`config.mk`:
```
export PLATFORM = sky130hd
export DESIGN_NAME = lru_block_buffer_cache
export DESIGN_NICKNAME = d
export VERILOG_FILES = /design/src/lbc_pkg.sv /design/src/lbc_cell.sv /design/src/lbc_ctrl.sv /design/src/lru_block_buffer_cache.sv
export SDC_FILE = /design/constraint.sdc
export NUM_CORES = 2
export LEC_CHECK = 0
export ABC_AREA = 0
export ABC_CLOCK_PERIOD_IN_PS = 6100
export BUFFER_PORTS_ARGS = -buffer_cell sky130_fd_sc_hd__clkbuf_2
export CORE_AREA = 2 2 308 310
export DETAILED_ROUTE_END_ITERATION = 6
export DIE_AREA = 0 0 310 312
export PLACE_DENSITY = 0.8
export SYNTH_ARGS = -nofsm -noshare
export SYNTH_HDL_FRONTEND = slang
export SYNTH_HIERARCHICAL = 1
export SYNTH_SLANG_ARGS = --single-unit
```
`constraint.sdc`:
```
create_clock -name clock -period 6.1 [get_ports clock]
set_clock_uncertainty 0.15 [all_clocks]
set_input_delay 0 -clock clock [delete_from_list [all_inputs] [get_ports clock]]
set_output_delay 0 -clock clock [all_outputs]
set_load 0.05 [all_outputs]
```
`src/lbc_pkg.sv`:
```
// ----------------------------------------------------------------------------
// lbc_pkg: shared types and constants for the LRU block buffer cache
// Slot entry layout, request and response payloads, status and kind codes.
// ----------------------------------------------------------------------------
`default_nettype none

package lbc_pkg;

   localparam int NUM_SLOTS  = 32;
   localparam int BLOCK_BITS = 20;
   localparam int REF_BITS   = 8;

   localparam int SLOT_BITS  = (NUM_SLOTS > 1) ? $clog2(NUM_SLOTS) : 1;

   localparam int BLOCK_NUMBER_W = 20;
   localparam int SLOT_W         = 5;
   localparam int STATUS_W       = 2;

   localparam logic [REF_BITS-1:0] REF_MAX = '1;

   localparam logic KIND_ACQUIRE = 1'b0;
   localparam logic KIND_RELEASE = 1'b1;

   typedef enum logic [STATUS_W-1:0] {
      STATUS_OK         = 2'd0,
      STATUS_NO_BUFFER  = 2'd1,
      STATUS_UNHELD     = 2'd2,
      STATUS_COUNT_FULL = 2'd3
   } status_type;

   typedef struct packed {
      logic                      kind;
      logic [BLOCK_NUMBER_W-1:0] block_number;
      logic [SLOT_W-1:0]         slot;
   } req_type;

   typedef struct packed {
      logic [SLOT_W-1:0] slot_out;
      logic              hit;
      logic              needs_fill;
      status_type        status;
   } rsp_type;

   // one recency position: which slot sits there and that slot's state
   typedef struct packed {
      logic [SLOT_BITS-1:0]  slot;
      logic [BLOCK_BITS-1:0] tag;
      logic [REF_BITS-1:0]   refs;
      logic                  valid;
   } entry_type;

   function automatic entry_type reset_entry(input int pos);
      entry_type e;
      e.slot  = SLOT_BITS'(NUM_SLOTS - 1 - pos);
      e.tag   = '0;
      e.refs  = '0;
      e.valid = 1'b0;
      return e;
   endfunction

endpackage

`default_nettype wire

```
`src/lbc_cell.sv`:
```
// ----------------------------------------------------------------------------
// lbc_cell: one recency position of the slot chain
// Holds one entry and takes its neighbor's entry whenever the chain shifts.
// ----------------------------------------------------------------------------
`default_nettype none

module lbc_cell
   import lbc_pkg::*;
(
   input  wire logic      clock,
   input  wire logic      reset,
   input  wire logic      shift_en,
   input  wire entry_type init_entry,
   input  wire entry_type next_entry,
   output entry_type      entry
);

   entry_type entry_ff;
   entry_type entry_in;

   always_comb begin
      entry_in = shift_en ? next_entry : entry_ff;
   end

   always_ff @(posedge clock) begin
      if (reset) begin
         entry_ff <= init_entry;
      end else begin
         entry_ff <= entry_in;
      end
   end

   assign entry = entry_ff;

endmodule

`default_nettype wire

```
`src/lbc_ctrl.sv`:
```
// ----------------------------------------------------------------------------
// lbc_ctrl: sequencer for the slot chain
// Scan pass looks at each entry as it rotates past the head; apply pass
// rewrites the chosen entry and, on a final release, moves it to the front.
// ----------------------------------------------------------------------------
`default_nettype none

module lbc_ctrl
   import lbc_pkg::*;
(
   input  wire logic      clock,
   input  wire logic      reset,
   input  wire logic      start,
   input  wire req_type   req_data,
   input  wire entry_type head,
   output logic           busy,
   output logic           shift_en,
   output entry_type      tail,
   output logic           rsp_valid,
   output rsp_type        rsp_data
);

   typedef enum logic [3:0] {
      ST_IDLE   = 4'b0001,
      ST_SCAN   = 4'b0010,
      ST_DECIDE = 4'b0100,
      ST_APPLY  = 4'b1000
   } state_type;

   state_type               state_ff, state_in;
   logic [SLOT_BITS-1:0]    pos_ff, pos_in;
   logic                    kind_ff, kind_in;
   logic [BLOCK_BITS-1:0]   tag_ff, tag_in;
   logic [SLOT_W-1:0]       rslot_ff, rslot_in;
   logic                    found_ff, found_in;
   entry_type               tgt_ff, tgt_in;
   logic                    free_ff, free_in;
   logic [SLOT_BITS-1:0]    free_slot_ff, free_slot_in;
   logic                    mod_en_ff, mod_en_in;
   logic                    move_ff, move_in;
   entry_type               mod_ff, mod_in;
   entry_type               carry_ff, carry_in;
   logic                    delay_ff, delay_in;
   logic                    rsp_valid_ff, rsp_valid_in;
   rsp_type                 rsp_ff, rsp_in;

   logic      last_pos;
   logic      is_target;
   rsp_type   dec_rsp;
   logic      dec_mod_en;
   logic      dec_move;
   entry_type dec_entry;

   assign last_pos  = (pos_ff == SLOT_BITS'(NUM_SLOTS - 1));
   assign is_target = mod_en_ff && (head.slot == mod_ff.slot);

   // outcome of the scan pass
   always_comb begin
      dec_rsp            = '0;
      dec_rsp.status     = STATUS_OK;
      dec_mod_en         = 1'b0;
      dec_move           = 1'b0;
      dec_entry          = tgt_ff;
      if (kind_ff == KIND_ACQUIRE) begin
         if (found_ff) begin
            dec_rsp.slot_out = SLOT_W'(tgt_ff.slot);
            dec_rsp.hit      = 1'b1;
            if (tgt_ff.refs == REF_MAX) begin
               dec_rsp.status = STATUS_COUNT_FULL;
            end else begin
               dec_mod_en         = 1'b1;
               dec_entry.refs     = tgt_ff.refs + REF_BITS'(1);
               dec_entry.valid    = 1'b1;
               dec_rsp.needs_fill = !tgt_ff.valid;
            end
         end else if (free_ff) begin
            dec_rsp.slot_out   = SLOT_W'(free_slot_ff);
            dec_rsp.needs_fill = 1'b1;
            dec_mod_en         = 1'b1;
            dec_entry.slot     = free_slot_ff;
            dec_entry.tag      = tag_ff;
            dec_entry.refs     = REF_BITS'(1);
            dec_entry.valid    = 1'b1;
         end else begin
            dec_rsp.status = STATUS_NO_BUFFER;
         end
      end else begin
         dec_rsp.slot_out = rslot_ff;
         if (!found_ff || (tgt_ff.refs == '0)) begin
            dec_rsp.status = STATUS_UNHELD;
         end else begin
            dec_mod_en     = 1'b1;
            dec_entry.refs = tgt_ff.refs - REF_BITS'(1);
            dec_move       = (tgt_ff.refs == REF_BITS'(1));
         end
      end
   end

   always_comb begin
      state_in     = state_ff;
      pos_in       = pos_ff;
      kind_in      = kind_ff;
      tag_in       = tag_ff;
      rslot_in     = rslot_ff;
      found_in     = found_ff;
      tgt_in       = tgt_ff;
      free_in      = free_ff;
      free_slot_in = free_slot_ff;
      mod_en_in    = mod_en_ff;
      move_in      = move_ff;
      mod_in       = mod_ff;
      carry_in     = carry_ff;
      delay_in     = delay_ff;
      rsp_valid_in = 1'b0;
      rsp_in       = rsp_ff;
      shift_en     = 1'b0;
      tail         = head;

      unique case (state_ff)
         ST_IDLE: begin
            if (start) begin
               kind_in  = req_data.kind;
               tag_in   = BLOCK_BITS'(req_data.block_number);
               rslot_in = req_data.slot;
               found_in = 1'b0;
               free_in  = 1'b0;
               pos_in   = '0;
               state_in = ST_SCAN;
            end
         end
         ST_SCAN: begin
            shift_en = 1'b1;
            tail     = head;
            if (kind_ff == KIND_ACQUIRE) begin
               if (!found_ff && (head.tag == tag_ff)) begin
                  found_in = 1'b1;
                  tgt_in   = head;
               end
               if (head.refs == '0) begin
                  free_in      = 1'b1;
                  free_slot_in = head.slot;
               end
            end else if (32'(head.slot) == 32'(rslot_ff)) begin
               found_in = 1'b1;
               tgt_in   = head;
            end
            if (last_pos) begin
               pos_in   = '0;
               state_in = ST_DECIDE;
            end else begin
               pos_in = pos_ff + SLOT_BITS'(1);
            end
         end
         ST_DECIDE: begin
            rsp_in    = dec_rsp;
            mod_en_in = dec_mod_en;
            move_in   = dec_move;
            mod_in    = dec_entry;
            delay_in  = 1'b0;
            state_in  = ST_APPLY;
         end
         ST_APPLY: begin
            shift_en = 1'b1;
            if (!move_ff) begin
               tail = is_target ? mod_ff : head;
            end else if (pos_ff == '0) begin
               tail = mod_ff;
               if (is_target) begin
                  delay_in = 1'b0;
               end else begin
                  carry_in = head;
                  delay_in = 1'b1;
               end
            end else if (delay_ff) begin
               tail = carry_ff;
               if (is_target) begin
                  delay_in = 1'b0;
               end else begin
                  carry_in = head;
               end
            end else begin
               tail = head;
            end
            if (last_pos) begin
               pos_in       = '0;
               rsp_valid_in = 1'b1;
               state_in     = ST_IDLE;
            end else begin
               pos_in = pos_ff + SLOT_BITS'(1);
            end
         end
         default: begin
            state_in = ST_IDLE;
         end
      endcase
   end

   always_ff @(posedge clock) begin
      if (reset) begin
         state_ff     <= ST_IDLE;
         pos_ff       <= '0;
         found_ff     <= 1'b0;
         free_ff      <= 1'b0;
         mod_en_ff    <= 1'b0;
         move_ff      <= 1'b0;
         delay_ff     <= 1'b0;
         rsp_valid_ff <= 1'b0;
      end else begin
         state_ff     <= state_in;
         pos_ff       <= pos_in;
         found_ff     <= found_in;
         free_ff      <= free_in;
         mod_en_ff    <= mod_en_in;
         move_ff      <= move_in;
         delay_ff     <= delay_in;
         rsp_valid_ff <= rsp_valid_in;
      end
   end

   always_ff @(posedge clock) begin
      kind_ff      <= kind_in;
      tag_ff       <= tag_in;
      rslot_ff     <= rslot_in;
      tgt_ff       <= tgt_in;
      free_slot_ff <= free_slot_in;
      mod_ff       <= mod_in;
      carry_ff     <= carry_in;
      rsp_ff       <= rsp_in;
   end

   assign busy      = (state_ff != ST_IDLE);
   assign rsp_valid = rsp_valid_ff;
   assign rsp_data  = rsp_ff;

endmodule

`default_nettype wire

```
`src/lru_block_buffer_cache.sv`:
```
// ----------------------------------------------------------------------------
// lru_block_buffer_cache: LRU buffer cache with reference counts
// Slot tags, counts and valid marks kept in recency order in a chain of cells.
// ----------------------------------------------------------------------------
// Usage:
//   Request: drive req_data and raise start; the request transfers at a
//   rising edge where start is high and busy is low. kind selects acquire
//   (look up block_number) or release (give back slot).
//   Response: rsp_valid is high for exactly one cycle with rsp_data
//   (slot_out, hit, needs_fill, status). The receiver cannot stall; the
//   response must be taken in that cycle.
//   Sequence: the chain rotates once past its head to scan, the controller
//   decides on the outcome, and the chain rotates once more to apply the
//   update. rsp_valid rises when the apply pass ends and busy drops in that
//   same cycle, so the next request can transfer at the edge that takes
//   the response; no new request is taken while one is in progress.
//   The length of the cell chain sets how long each pass lasts.
//   Reset: synchronous; the order becomes highest slot most recent down to
//   slot 0, all tags, counts and valid marks zero, and the block is idle.
// ----------------------------------------------------------------------------
`default_nettype none

module lru_block_buffer_cache
   import lbc_pkg::*;
(
   input  wire logic    clock,
   input  wire logic    reset,
   input  wire logic    start,
   input  wire req_type req_data,
   output logic         busy,
   output logic         rsp_valid,
   output rsp_type      rsp_data
);

   entry_type chain [NUM_SLOTS];
   entry_type tail;
   logic      shift_en;

   for (genvar i = 0; i < NUM_SLOTS; i++) begin : g_cell
      entry_type next_entry;
      if (i == NUM_SLOTS - 1) begin : g_last
         assign next_entry = tail;
      end else begin : g_mid
         assign next_entry = chain[i+1];
      end
      lbc_cell u_cell (
         .clock      (clock),
         .reset      (reset),
         .shift_en   (shift_en),
         .init_entry (reset_entry(i)),
         .next_entry (next_entry),
         .entry      (chain[i])
      );
   end

   lbc_ctrl u_ctrl (
      .clock     (clock),
      .reset     (reset),
      .start     (start),
      .req_data  (req_data),
      .head      (chain[0]),
      .busy      (busy),
      .shift_en  (shift_en),
      .tail      (tail),
      .rsp_valid (rsp_valid),
      .rsp_data  (rsp_data)
   );

endmodule

`default_nettype wire

```
==> results.cfg <==
[place]
place_hpwl_um = 65500
io_buffer_count = 39
gp_congestion = 0.863
pre_cts_slack_ns = 2.41
dp_cells = 5307

[clocking]
cts_tree = done
h-tree-depth = 4
root_buffer = clkbuf_16
cts_setup_buffers = 0
hold_buffers = 54
clock_latency_ns = 0.72
ctsResizeCount = 0
cts.sinks = 1245
clk_pin_slew_ns = 0.06
cts_buffers = 130
clock_path_buffers = 3

[yosys]
synth.most_common_cell = edfxtp_1
yosys.area.top_type = edfxtp_1
netlist_instances = 3064
synth_top_area_share_pct = 62.3
synth.area.top_cells = edfxtp_1 (62%), mux2_4 (24%), mux2_2 (3.5%)
ys_top_cells_by_count = edfxtp_1 (1230), mux2_4 (928), mux2_2 (186)
avgSynthCellArea_sq_um = 19.3
ys.flop_type = edfxtp_1
synth.yosys.seq_area_share_pct = 62.8
synthArstFlopShare_pct = 0
syn_area_sq_um = 59300
synth_edf_count = 1230
ys_seq_elements = 1245
synth_cell_types = 68
ys_warn_count = 6

[floorplanning]
die_height_um = 312
initial_core_util_pct = 63.7
ios = 40
num_rows = 112
die_x_um = 310
placeableCoreArea_sq_um = 93000
die_area_sq_um = 96700

[drt]
drt-wirelength-per-cell_um = 19.3
via_per_inst = 5.09
antenna_left = 0
vias = 28443
wl_um = 108000
drc_errors = 0
drtIter0Drc = 2657
firstDrtPassIters = 5

[power]
p_seq_share_pct = 53.2
power.density_nw_per_um2 = 295
p_comb_share_pct = 9.6
pwr-share-clk_pct = 37.2
netSwitchingFraction_pct = 22.0
internal_power_w = 0.0155
ir_drop_uv = 258
leakagePower_nw = 27.8
power.switching_w = 0.00437

[layout]
num-nets-final = 4275
antenna_cells = 0
finalNonFillerCells = 5584
syn_to_final_growth_pct = 13.9
final_layout_size_suffix_gt1_share_pct = 32.5

[critical_path]
arrival_ns = 4.00
critPathCaptureType = flip-flop
worstSetupPathType = flip-flop to flip-flop
crit_path_start_kind = flip-flop
path_max_fanout = 37
required_ns = 6.34

[global_route]
grt_antenna_before_repair = 2
grt_usage_pct = 22.4
overflow = 0
grt_pass1_wl_um = 165000
grt_max_degree = 148
first_global_vias = 29274

[sta]
rsz0062_at_grt = false
period_share_pct = 61.6
layout_min_cycle_time_ns = 3.76
finalHoldViolCount = 0
tightest_slew_ns = 1.22
setup_ws_ns = 2.34
setup_viol = 0
finalSetupTns_ns = 0
fmax_mhz = 266
slew_headroom_pct = 18.4
report.final.slew_viol_count = 0

[outcome]
status = finished, final reports clean

[min_path]
hold_class = input port to flip-flop

[job]
max_cap_violations = 0
[cells in the final DEF (no fill, tap or decap), types with 5 or more instances in the layout]
| cell | instances |
|---|---|
| a22oi_1 | 7 |
| nand3_1 | 38 |
| mux2_2 | 186 |
| a21oi_1 | 15 |
| clkinv_1 | 22 |
| dfxtp_1 | 14 |
| buf_4 | 43 |
| a31oi_1 | 5 |
| nand4_1 | 6 |
| ha_1 | 7 |
| clkbuf_2 | 38 |
| o211ai_1 | 31 |
| xnor2_1 | 8 |
| a32oi_1 | 32 |
| or2b_1 | 8 |
| clkinv_2 | 16 |
| conb_1 | 1088 |
| nand2_1 | 84 |
| mux2_4 | 928 |
| or2_1 | 12 |
| and3_1 | 35 |
| inv_1 | 11 |
| o21ai_0 | 12 |
| xor2_1 | 24 |
| edfxtp_1 | 1230 |
| clkbuf_16 | 133 |
| buf_12 | 6 |
| nor3_1 | 10 |
| inv_6 | 5 |
| clkbuf_1 | 34 |
| dlygate4sd3_1 | 54 |
| mux2i_1 | 35 |
| nand2b_1 | 23 |
| nor2_1 | 21 |
| nor4_1 | 13 |
| or2_2 | 22 |
[final timing paths]
check / slack (ns) / cells after the start / end / startpoint
setup reg to reg: 2.34 / 6 / u_ctrl/carry_ff[6]$_DFFE_PP_ / u_ctrl/state_ff[2]$_SDFFE_PP0P_
hold reg to reg: 0.32 / 2 / u_ctrl/move_ff$_SDFFE_PP0P_ / u_ctrl/move_ff$_SDFFE_PP0P_
hold / removal: 0.26 / 5 / u_ctrl/state_ff[0]$_SDFFE_PP1P_ / start
setup / recovery: 2.34 / 6 / u_ctrl/carry_ff[6]$_DFFE_PP_ / u_ctrl/state_ff[2]$_SDFFE_PP0P_
[through the flow]
stage               hold WS (ns)  total power, W  util, %  cell area (sq um)
CTS                        0.174          0.0200     72.5              67500
floorplan                -0.0739          0.0123        -              63300
global route               0.221          0.0206     72.5              67500
global placement          0.0278          0.0125     67.7              63000
detailed placement        0.0286          0.0126     67.7              63000
finish                     0.256          0.0199     72.5              67500
[flip-flops by register name, indices dropped and copies added (netlist names)]
register             flops
g_cell.u_cell/entry   1088
u_ctrl/carry_ff         34
u_ctrl/delay_ff          1
u_ctrl/found_ff          1
u_ctrl/free_ff           1
u_ctrl/free_slot_ff      5
u_ctrl/kind_ff           1
u_ctrl/mod_en_ff         1
u_ctrl/mod_ff           34
u_ctrl/move_ff           1
u_ctrl/pos_ff            5
u_ctrl/rslot_ff          5
u_ctrl/rsp_data          9
u_ctrl/rsp_valid         1
u_ctrl/state_ff          4
u_ctrl/tag_ff           20
u_ctrl/tgt_ff           34
[power groups by stage]
stage | Combinational, W | Sequential [W] | Clock [W]
detailed placement | 0.00184 | 0.0108 | 0
finish | 0.00190 | 0.0106 | 0.00740
floorplan | 0.00167 | 0.0106 | 0
global placement | 0.00179 | 0.0107 | 0
global route | 0.00204 | 0.0106 | 0.00791
CTS | 0.00188 | 0.0106 | 0.00756
[final cells by class]
cell class                 instances  area [sq um]
clock buffer                     168          3470
fill                            5716         25600
timing repair buffer             141          1170
tap                             1254          1570
inverter                          12          45.0
clock inverter                    55           450
sequential                      1245         37200
multi-input combinational       2709         23500
[logic make-up after synthesis]
logic type	Yosys count	share of synthesized area [%]
DFF	1245	62.8
muxes	1149	27.6
and+or+nand+nor	300	2.79
buffers and inverters	196	4.38
AOI/OAI and AO/OA	133	1.72
xor gates and xnor gates	32	0.473
adders and majority gates	7	0.148
other	2	0.0127
[metal layers]
metal / up-vias / wire length (um) / track usage, %
met3: 144 / 6950 / 4.78
li1: 13248 / - / -
met5: - / 0 / 0
met4: 0 / 1920 / 5.90
met1: 14289 / 44700 / 29.8
met2: 762 / 54200 / 37.7
[critical path, stage by stage, from the launching register on]
cell and delay [ns]:
dfxtp_1 0.42, or4b_1 0.53, buf_4 0.29, nor2_8 0.56, o21a_4 0.25, nor2b_2 0.75
buf_4 0.43
No activity file was read; power rests on OpenSTA's default activity.
